$ cat src/rtl/edp_pkg.sv
// ----------------------------------------------------------------------------
// edp_pkg
// Types and constants of the EtherCAT datagram parser.
// ----------------------------------------------------------------------------
`default_nettype none

package edp_pkg;

  localparam int unsigned FRAME_HDR_BYTES = 2;
  localparam int unsigned DG_HDR_BYTES    = 10;
  localparam int unsigned LEN_W           = 11;
  localparam int unsigned FOLLOW_BIT      = 15;

  localparam int unsigned EV_DEPTH = 4;
  localparam int unsigned EV_PTR_W = $clog2(EV_DEPTH);
  localparam int unsigned EV_CNT_W = $clog2(EV_DEPTH + 1);

  localparam logic [1:0] KIND_DATA  = 2'd0;
  localparam logic [1:0] KIND_DGRAM = 2'd1;
  localparam logic [1:0] KIND_END   = 2'd2;

  localparam logic [1:0] STAT_CLEAN      = 2'd0;
  localparam logic [1:0] STAT_SHORT      = 2'd1;
  localparam logic [1:0] STAT_UNFINISHED = 2'd2;

  typedef enum logic [2:0] {
    PH_FRAME  = 3'd0,
    PH_HDR    = 3'd1,
    PH_DATA   = 3'd2,
    PH_WKC    = 3'd3,
    PH_IGNORE = 3'd4
  } phase_t;

  // one accepted byte's worth of results
  typedef struct packed {
    logic             has_main;
    logic             main_dgram;
    logic [7:0]       data_byte;
    logic [LEN_W-1:0] data_offset;
    logic [7:0]       cmd;
    logic [7:0]       tag;
    logic [31:0]      addr;
    logic [LEN_W-1:0] len;
    logic [15:0]      wkc;
    logic             has_end;
    logic [7:0]       total;
    logic [1:0]       status;
  } ev_t;

endpackage

`default_nettype wire

$ cat src/rtl/ethercat_datagram_parser.sv
// ----------------------------------------------------------------------------
// ethercat_datagram_parser
// EtherCAT frame payload parser. Bytes go in through a push/full port with a
// frame_end flag on the last byte of a frame. Results come out through an
// empty/pop port, one result per beat: data bytes with their offset, a
// datagram record after each working counter, and a report at frame end with
// the datagram count and status; run_last marks the last result of a byte.
// A byte is taken every cycle while full is low. Its results pass through
// the event queue and the emitter's registered current record before they
// can be popped. A byte yields at most two results and the output hands out
// one per cycle while pop is high, so results of frame-end bytes can back up
// in the four-entry event queue between the parser and the emitter. When pop
// stays low the current result holds and the queue fills; full rises once it
// has four pending records.
// Reset (rst, synchronous) returns the parser to the frame header and drops
// all pending results.
// ----------------------------------------------------------------------------
`default_nettype none

module ethercat_datagram_parser
  import edp_pkg::*;
(
  input  wire logic        clk,
  input  wire logic        rst,
  input  wire logic        push,
  output logic             full,
  input  wire logic [7:0]  rx_byte,
  input  wire logic        frame_end,
  output logic             empty,
  input  wire logic        pop,
  output logic [1:0]       kind,
  output logic [7:0]       payload_byte,
  output logic [10:0]      payload_offset,
  output logic [7:0]       command_code,
  output logic [7:0]       datagram_tag,
  output logic [31:0]      target_address,
  output logic [10:0]      payload_length,
  output logic [15:0]      working_counter,
  output logic [7:0]       datagram_total,
  output logic [1:0]       frame_status,
  output logic             run_last
);

  ev_t  wr_ev;
  ev_t  rd_ev;
  logic ev_wr;
  logic rd_valid;
  logic q_take;

  edp_front u_front (
    .clk       (clk),
    .rst       (rst),
    .accept    (push && !full),
    .rx_byte   (rx_byte),
    .frame_end (frame_end),
    .ev_wr     (ev_wr),
    .ev        (wr_ev)
  );

  edp_queue u_queue (
    .clk      (clk),
    .rst      (rst),
    .wr_en    (ev_wr),
    .wr_ev    (wr_ev),
    .wr_full  (full),
    .rd_en    (q_take),
    .rd_ev    (rd_ev),
    .rd_valid (rd_valid)
  );

  edp_back u_back (
    .clk             (clk),
    .rst             (rst),
    .q_ev            (rd_ev),
    .q_valid         (rd_valid),
    .q_take          (q_take),
    .pop             (pop),
    .empty           (empty),
    .kind            (kind),
    .payload_byte    (payload_byte),
    .payload_offset  (payload_offset),
    .command_code    (command_code),
    .datagram_tag    (datagram_tag),
    .target_address  (target_address),
    .payload_length  (payload_length),
    .working_counter (working_counter),
    .datagram_total  (datagram_total),
    .frame_status    (frame_status),
    .run_last        (run_last)
  );

endmodule

`default_nettype wire

$ cat src/rtl/edp_queue.sv
// ----------------------------------------------------------------------------
// edp_queue
// Short event queue between the byte parser and the result emitter.
// ----------------------------------------------------------------------------
`default_nettype none

module edp_queue
  import edp_pkg::*;
(
  input  wire logic clk,
  input  wire logic rst,
  input  wire logic wr_en,
  input  wire ev_t  wr_ev,
  output logic      wr_full,
  input  wire logic rd_en,
  output ev_t       rd_ev,
  output logic      rd_valid
);

  ev_t                 mem [EV_DEPTH];
  logic [EV_PTR_W-1:0] wr_ptr;
  logic [EV_PTR_W-1:0] rd_ptr;
  logic [EV_CNT_W-1:0] count;

  assign wr_full  = (count == EV_CNT_W'(EV_DEPTH));
  assign rd_valid = (count != '0);
  assign rd_ev    = mem[rd_ptr];

  always_ff @(posedge clk) begin
    if (wr_en) begin
      mem[wr_ptr] <= wr_ev;
    end
  end

  always_ff @(posedge clk) begin
    if (rst) begin
      wr_ptr <= '0;
      rd_ptr <= '0;
      count  <= '0;
    end else begin
      if (wr_en) begin
        wr_ptr <= wr_ptr + 1'b1;
      end
      if (rd_en) begin
        rd_ptr <= rd_ptr + 1'b1;
      end
      if (wr_en && !rd_en) begin
        count <= count + 1'b1;
      end else if (rd_en && !wr_en) begin
        count <= count - 1'b1;
      end
    end
  end

endmodule

`default_nettype wire

$ cat src/rtl/edp_front.sv
// ----------------------------------------------------------------------------
// edp_front
// Byte parser: walks frame header, datagram header, data and working counter,
// and emits one event record per byte that causes results.
// ----------------------------------------------------------------------------
`default_nettype none

module edp_front
  import edp_pkg::*;
(
  input  wire logic       clk,
  input  wire logic       rst,
  input  wire logic       accept,
  input  wire logic [7:0] rx_byte,
  input  wire logic       frame_end,
  output logic            ev_wr,
  output ev_t             ev
);

  phase_t           phase, phase_next;
  logic [LEN_W-1:0] cnt, cnt_next;
  logic [7:0]       seen, seen_next;
  logic [7:0]       cmd, cmd_next;
  logic [7:0]       tag, tag_next;
  logic [31:0]      addr, addr_next;
  logic [LEN_W-1:0] len, len_next;
  logic             more, more_next;
  logic [7:0]       wlow, wlow_next;
  logic [LEN_W-1:0] cnt_inc;

  assign cnt_inc = cnt + 1'b1;

  always_comb begin
    phase_next = phase;
    cnt_next   = cnt;
    seen_next  = seen;
    cmd_next   = cmd;
    tag_next   = tag;
    addr_next  = addr;
    len_next   = len;
    more_next  = more;
    wlow_next  = wlow;
    unique case (phase)
      PH_FRAME: begin
        cnt_next = cnt_inc;
        if (cnt_inc >= LEN_W'(FRAME_HDR_BYTES)) begin
          phase_next = PH_HDR;
          cnt_next   = '0;
        end
      end
      PH_HDR: begin
        case (cnt)
          LEN_W'(0): cmd_next = rx_byte;
          LEN_W'(1): tag_next = rx_byte;
          LEN_W'(2): addr_next[7:0]   = rx_byte;
          LEN_W'(3): addr_next[15:8]  = rx_byte;
          LEN_W'(4): addr_next[23:16] = rx_byte;
          LEN_W'(5): addr_next[31:24] = rx_byte;
          LEN_W'(6): len_next[7:0] = rx_byte;
          LEN_W'(7): begin
            len_next[LEN_W-1:8] = rx_byte[LEN_W-9:0];
            more_next           = rx_byte[FOLLOW_BIT-8];
          end
          default: ;
        endcase
        cnt_next = cnt_inc;
        if (cnt_inc >= LEN_W'(DG_HDR_BYTES)) begin
          cnt_next   = '0;
          phase_next = (len != '0) ? PH_DATA : PH_WKC;
        end
      end
      PH_DATA: begin
        cnt_next = cnt_inc;
        if (cnt_inc >= len) begin
          cnt_next   = '0;
          phase_next = PH_WKC;
        end
      end
      PH_WKC: begin
        if (cnt == '0) begin
          wlow_next = rx_byte;
          cnt_next  = LEN_W'(1);
        end else begin
          if (seen != 8'hFF) begin
            seen_next = seen + 1'b1;
          end
          cnt_next   = '0;
          phase_next = more ? PH_HDR : PH_IGNORE;
        end
      end
      default: ;
    endcase
  end

  always_comb begin
    ev             = '0;
    ev.data_byte   = rx_byte;
    ev.data_offset = cnt;
    ev.cmd         = cmd;
    ev.tag         = tag;
    ev.addr        = addr;
    ev.len         = len;
    ev.wkc         = {rx_byte, wlow};
    ev.total       = seen_next;
    ev.has_end     = frame_end;
    unique case (phase)
      PH_DATA: ev.has_main = 1'b1;
      PH_WKC: begin
        ev.has_main   = (cnt != '0);
        ev.main_dgram = 1'b1;
      end
      default: ;
    endcase
    if (phase_next == PH_FRAME) begin
      ev.status = STAT_SHORT;
    end else if ((phase_next == PH_HDR && cnt_next != '0) ||
                 phase_next == PH_DATA || phase_next == PH_WKC) begin
      ev.status = STAT_UNFINISHED;
    end else begin
      ev.status = STAT_CLEAN;
    end
    ev_wr = accept && (ev.has_main || ev.has_end);
  end

  always_ff @(posedge clk) begin
    if (accept) begin
      cmd  <= cmd_next;
      tag  <= tag_next;
      addr <= addr_next;
      len  <= len_next;
      more <= more_next;
      wlow <= wlow_next;
    end
  end

  always_ff @(posedge clk) begin
    if (rst) begin
      phase <= PH_FRAME;
      cnt   <= '0;
      seen  <= '0;
    end else if (accept) begin
      if (frame_end) begin
        phase <= PH_FRAME;
        cnt   <= '0;
        seen  <= '0;
      end else begin
        phase <= phase_next;
        cnt   <= cnt_next;
        seen  <= seen_next;
      end
    end
  end

endmodule

`default_nettype wire

$ cat src/rtl/edp_back.sv
// ----------------------------------------------------------------------------
// edp_back
// Result emitter: holds one event record and hands out its results in order.
// ----------------------------------------------------------------------------
`default_nettype none

module edp_back
  import edp_pkg::*;
(
  input  wire logic        clk,
  input  wire logic        rst,
  input  wire ev_t         q_ev,
  input  wire logic        q_valid,
  output logic             q_take,
  input  wire logic        pop,
  output logic             empty,
  output logic [1:0]       kind,
  output logic [7:0]       payload_byte,
  output logic [10:0]      payload_offset,
  output logic [7:0]       command_code,
  output logic [7:0]       datagram_tag,
  output logic [31:0]      target_address,
  output logic [10:0]      payload_length,
  output logic [15:0]      working_counter,
  output logic [7:0]       datagram_total,
  output logic [1:0]       frame_status,
  output logic             run_last
);

  ev_t  cur;
  logic cur_valid;
  logic on_end;
  logic advance;

  assign empty   = !cur_valid;
  assign advance = cur_valid && pop && (on_end || !cur.has_end);
  assign q_take  = q_valid && (!cur_valid || advance);

  always_ff @(posedge clk) begin
    if (q_take) begin
      cur <= q_ev;
    end
  end

  always_ff @(posedge clk) begin
    if (rst) begin
      cur_valid <= 1'b0;
      on_end    <= 1'b0;
    end else if (q_take) begin
      cur_valid <= 1'b1;
      on_end    <= !q_ev.has_main;
    end else if (advance) begin
      cur_valid <= 1'b0;
    end else if (cur_valid && pop) begin
      on_end <= 1'b1;
    end
  end

  always_comb begin
    kind            = KIND_DATA;
    payload_byte    = '0;
    payload_offset  = '0;
    command_code    = '0;
    datagram_tag    = '0;
    target_address  = '0;
    payload_length  = '0;
    working_counter = '0;
    datagram_total  = '0;
    frame_status    = STAT_CLEAN;
    run_last        = on_end || !cur.has_end;
    if (on_end) begin
      kind           = KIND_END;
      datagram_total = cur.total;
      frame_status   = cur.status;
    end else if (cur.main_dgram) begin
      kind            = KIND_DGRAM;
      command_code    = cur.cmd;
      datagram_tag    = cur.tag;
      target_address  = cur.addr;
      payload_length  = cur.len;
      working_counter = cur.wkc;
    end else begin
      payload_byte   = cur.data_byte;
      payload_offset = cur.data_offset;
    end
  end

endmodule

`default_nettype wire

$ cat config.mk
export PLATFORM = sky130hd
export DESIGN_NAME = ethercat_datagram_parser
export DESIGN_NICKNAME = d
export VERILOG_FILES = /design/src/rtl/edp_pkg.sv /design/src/rtl/ethercat_datagram_parser.sv /design/src/rtl/edp_queue.sv /design/src/rtl/edp_front.sv /design/src/rtl/edp_back.sv
export SDC_FILE = /design/constraint.sdc
export NUM_CORES = 1
export LEC_CHECK = 0
export ABC_AREA = 1
export ABC_CLOCK_PERIOD_IN_PS = 19500
export BUFFER_PORTS_ARGS = -buffer_cell sky130_fd_sc_hd__buf_2
export CAP_MARGIN = 10
export CORE_MARGIN = 1.5
export CORE_UTILIZATION = 64
export DETAILED_ROUTE_END_ITERATION = 10
export PLACE_DENSITY = 0.95
export SETUP_SLACK_MARGIN = 0.02
export SLEW_MARGIN = 20
export SYNTH_ARGS = -nofsm -noshare
export SYNTH_HDL_FRONTEND = slang
export SYNTH_SLANG_ARGS = --single-unit
$ cat constraint.sdc
create_clock -name clk -period 19.5 [get_ports clk]
set_input_delay 3.9 -clock clk [delete_from_list [all_inputs] [get_ports clk]]
set_output_delay 3.9 -clock clk [all_outputs]
set_load 0.03 [all_outputs]
==> impl_metrics.csv <==
group,metric,value,unit
worst_setup_path,reg2reg_from,"u_front.cnt[1]",
min_path,hold_class,"reg2reg",
route,wl,56.5,mm
die,fp-row-count,69,
worst_setup_path,worstPathArrival,2.33,ns
die,start_util,65.0,%
placed_design,hpwlAfterDp,29.3,mm
synthesis,syn_area_per_cell,12.8,um2
placed_design,port_buffers,121,
synthesis,synth_nets,1840,
grt,antenna_found_initial,2,
timing,timing.final.crit_period,6.23,ns
layout,final_cells,2418,
clocking,holdBufCountCts,0,
layout,antenna_cells,0,
worst_setup_path,r2r_cells,18,
worst_setup_path,crit_family,"buffers and inverters",
worst_setup_path,cp-end-kind,"output pin",
die,die_y,193,um
power_and_ir_drop,peakVddDrop,0.123,mV
synthesis,yosysSeqAreaShare,75.9,%
route,post_drt_wl_per_cell,23.4,um
route,via_per_inst,6.49,
worst_setup_path,cpMaxStageDelayCell,"dfxtp_4",
timing,max_freq,160,MHz
layout,areaGrowthSynthToFinish,11.9,%
worst_setup_path,max_stage_delay,0.61,ns
run_status,outcome,"finished, final reports clean",
die,die_w,193,um
worst_setup_path,cp-start-kind,"flip-flop",
clocking,clock-root-buffer,"clkbuf_16",
worst_setup_path,critPathMaxFanout,61,
synthesis,synthDominantCellAreaShare,73.0,%
timing,whs,0.463,ns
worst_setup_path,timing.rr.end,"u_queue.mem[0][1]",
clocking,post-cts-setup-buffers,0,
grt,grt_pass1_wl,84.1,mm
clocking,numCtsBuffers,54,
timing,finalSetupViolations,0,
die,ios,122,
die,fp.dieArea,37300,um2
clocking,cts_tree,"done",
synthesis,synth_cells,1809,
timing,skew,0.0193,ns
clocking,clkTransAtPathRegs,0.06,ns
layout,nets,1944,
grt,gr-total-overflow,0,
grt,grt_pass1_vias,15000,
clocking,cts.sink_count,595,
worst_setup_path,critPathRequiredTime,15.60,ns
route,route.vias.total,15700,
grt,grt_max_degree,109,
timing,fin_setup_tns,0,ns
layout,stdcell_area,25900,um2
synthesis,ys_types,37,
power_and_ir_drop,pwr_density_cell,146,nW/um2
timing,rsz0062_at_grt,"false",
power_and_ir_drop,power_leakage,0.00943,uW
timing,hold_viol_final,0,
clocking,cts_resized,0,
run,maxCapViolCount,0,
placed_design,gp_congestion,0.894,
clocking,clockBufferDepth,3,
synthesis,ys_ff_latch,595,
clocking,cts_max_level,2,
min_path,holdCritStartpoint,"u_queue.rd_ptr[1]",
route,drtAntennaViolNets,0,
grt,grt_usage,30.3,%
min_path,hold_path_depth,2,
layout,fin_util,72.7,%
timing,min_period_over_period,32.0,%
die,core_area,35600,um2
synthesis,synth_area_leader_cell,"edfxtp_1",
clocking,worstSkewPairLatency,0.59,ns
timing,tightest_slew,1.13,ns
route,firstDrtPassIters,7,
worst_setup_path,worstPathCellList,"buf_4, nand2_1, inv_1, buf_2",
timing,final_max_slew_viol_count,0,
worst_setup_path,crit_buf_inv,3,
synthesis,synth_area,23100,um2
layout,nFillCells,1938,
placed_design,post-place-cells,2318,
synthesis,yosysWarnings,0,
placed_design,place_area,24100,um2
route,drc_errors,0,
route,drt_iter0_markers,2605,
worst_setup_path,path_class,"reg2out",
synthesis,synth.area.top_cells,"edfxtp_1 73%, nor2_1 5.7%, o21ai_0 4.6%",
layout,final_layout_size_suffix_gt1_share,13.1,%
timing,maxSlewHeadroom,24.8,%
worst_setup_path,reg2reg_slack,15.36,ns
-- cell usage in the layout (no fill, tap or decap), types with 9 or more instances in the layout --
master	synthesis	layout
edfxtp_1	562	562
nor2_1	350	346
nand2_1	217	217
o21ai_0	212	212
buf_2	2	121
o22ai_1	98	98
inv_1	93	92
clkbuf_16	0	57
a21oi_1	34	34
dfxtp_1	33	30
nand3_1	26	26
buf_4	1	21
ha_1	17	17
clkinv_1	1	17
clkinv_2	0	10
nand4_1	9	9
-- Yosys cell counts --
cell      count
a311oi_1      2
dfxtp_1      33
or2_1         1
o21ai_0     212
buf_6         2
a21oi_1      34
clkinv_1      1
nand2_1     217
nor3_2        2
o21ai_1       5
nor3_1       10
a41oi_1       1
nor2_2        2
nor4_1        4
buf_4         1
o22ai_1      98
o21bai_1      1
xor2_1        3
ha_1         17
nor2_4        2
nand2_2       8
edfxtp_1    562
buf_2         2
xnor2_1       4
fa_1          1
o21ai_2       4
nand4_1       9
nor2_1      350
a21boi_1      1
nand3_2       7
nand3b_1      2
clkbuf_1     85
nand3_1      26
a221oi_1      1
inv_2         2
inv_1        93
buf_1         4
-- worst register-to-register path, delay by kind of cell (launching register included) --
kind | cells | cell delay, ns
and+or+nand+nor | 12 | 1.91
adders and majority gates | 2 | 0.66
DFF | 1 | 0.67
xor gates and xnor gates | 1 | 0.30
buffers and inverters | 2 | 0.15
AOI/OAI and AO/OA | 1 | 0.14
-- cell type report --
type / instances / area [um2] / share of cell area [%]
Sequential cell: 595 / 17500 / 67.8
Multi-Input combinational cell: 1024 / 4880 / 18.9
Clock buffer: 65 / 1460 / 5.63
Timing Repair Buffer: 142 / 763 / 2.95
Tap cell: 461 / 577 / 2.23
Inverter: 96 / 367 / 1.42
Clock inverter: 35 / 273 / 1.05
-- worst max path at each step --
stage             startpoint            endpoint  cells past startpoint  slack [ns]
5_1_grt        u_back.on_end   datagram_total[2]                      4       13.19
3_5_place_dp            push  u_queue.mem[1][72]                      9       12.83
4_1_cts        u_back.on_end   datagram_total[7]                      4       13.26
2_1_floorplan           push   u_queue.mem[0][0]                      4       10.46
6_report       u_back.on_end   datagram_total[7]                      4       13.27
3_3_place_gp            push  u_queue.mem[0][47]                      9       12.91
-- power breakdown --
group          total [uW]  leakage, uW  switching [uW]  internal, uW
Combinational        1040      0.00308             809           236
Clock                1040     0.000851             457           584
Sequential           1680      0.00551            63.7          1620
-- kinds of logic (layout without fill, tap and decap cells) --
group	Yosys count	after routing	synth area share, %
XOR/XNOR	7	7	0.265
flip-flops	595	595	75.9
AO/OA/AOI/OAI	359	359	8.46
AND/OR/NAND/NOR	640	640	11.2
adder cells (fa/ha/maj)	18	18	1.01
buffers and inverters	190	338	3.18
-- routing by layer --
layer,GRT usage [%],wire (um),up-vias
met2,50.2,27700,1366
met5,0,23,-
li1,-,-,6629
met1,38.4,19200,7402
met4,15.7,3190,2
met3,5.77,6480,288
-- flip-flops by register name (all words and copies together), names as in the netlist, named ones only --
| name | cells |
|---|---|
| u_queue.rd_ptr | 2 |
| u_back.on_end | 1 |
| u_front.seen | 8 |
| u_front.cnt | 11 |
| u_front.len | 11 |
| u_front.wlow | 8 |
| u_front.more | 1 |
| u_front.tag | 8 |
| u_front.addr | 32 |
| u_back.cur_valid | 1 |
| u_front.phase | 3 |
| u_queue.wr_ptr | 2 |
| u_queue.mem | 396 |
| u_queue.count | 3 |
| u_back.cur | 98 |
| u_front.cmd | 8 |
-- per-stage QoR --
stage,setup slack (ns),power [uW]
global placement,12.91,2650
global route,13.19,3890
CTS,13.26,3750
floorplan,10.46,2390
finish,13.27,3770
detailed placement,12.83,2700
No activity file was read; power rests on OpenSTA's default activity.
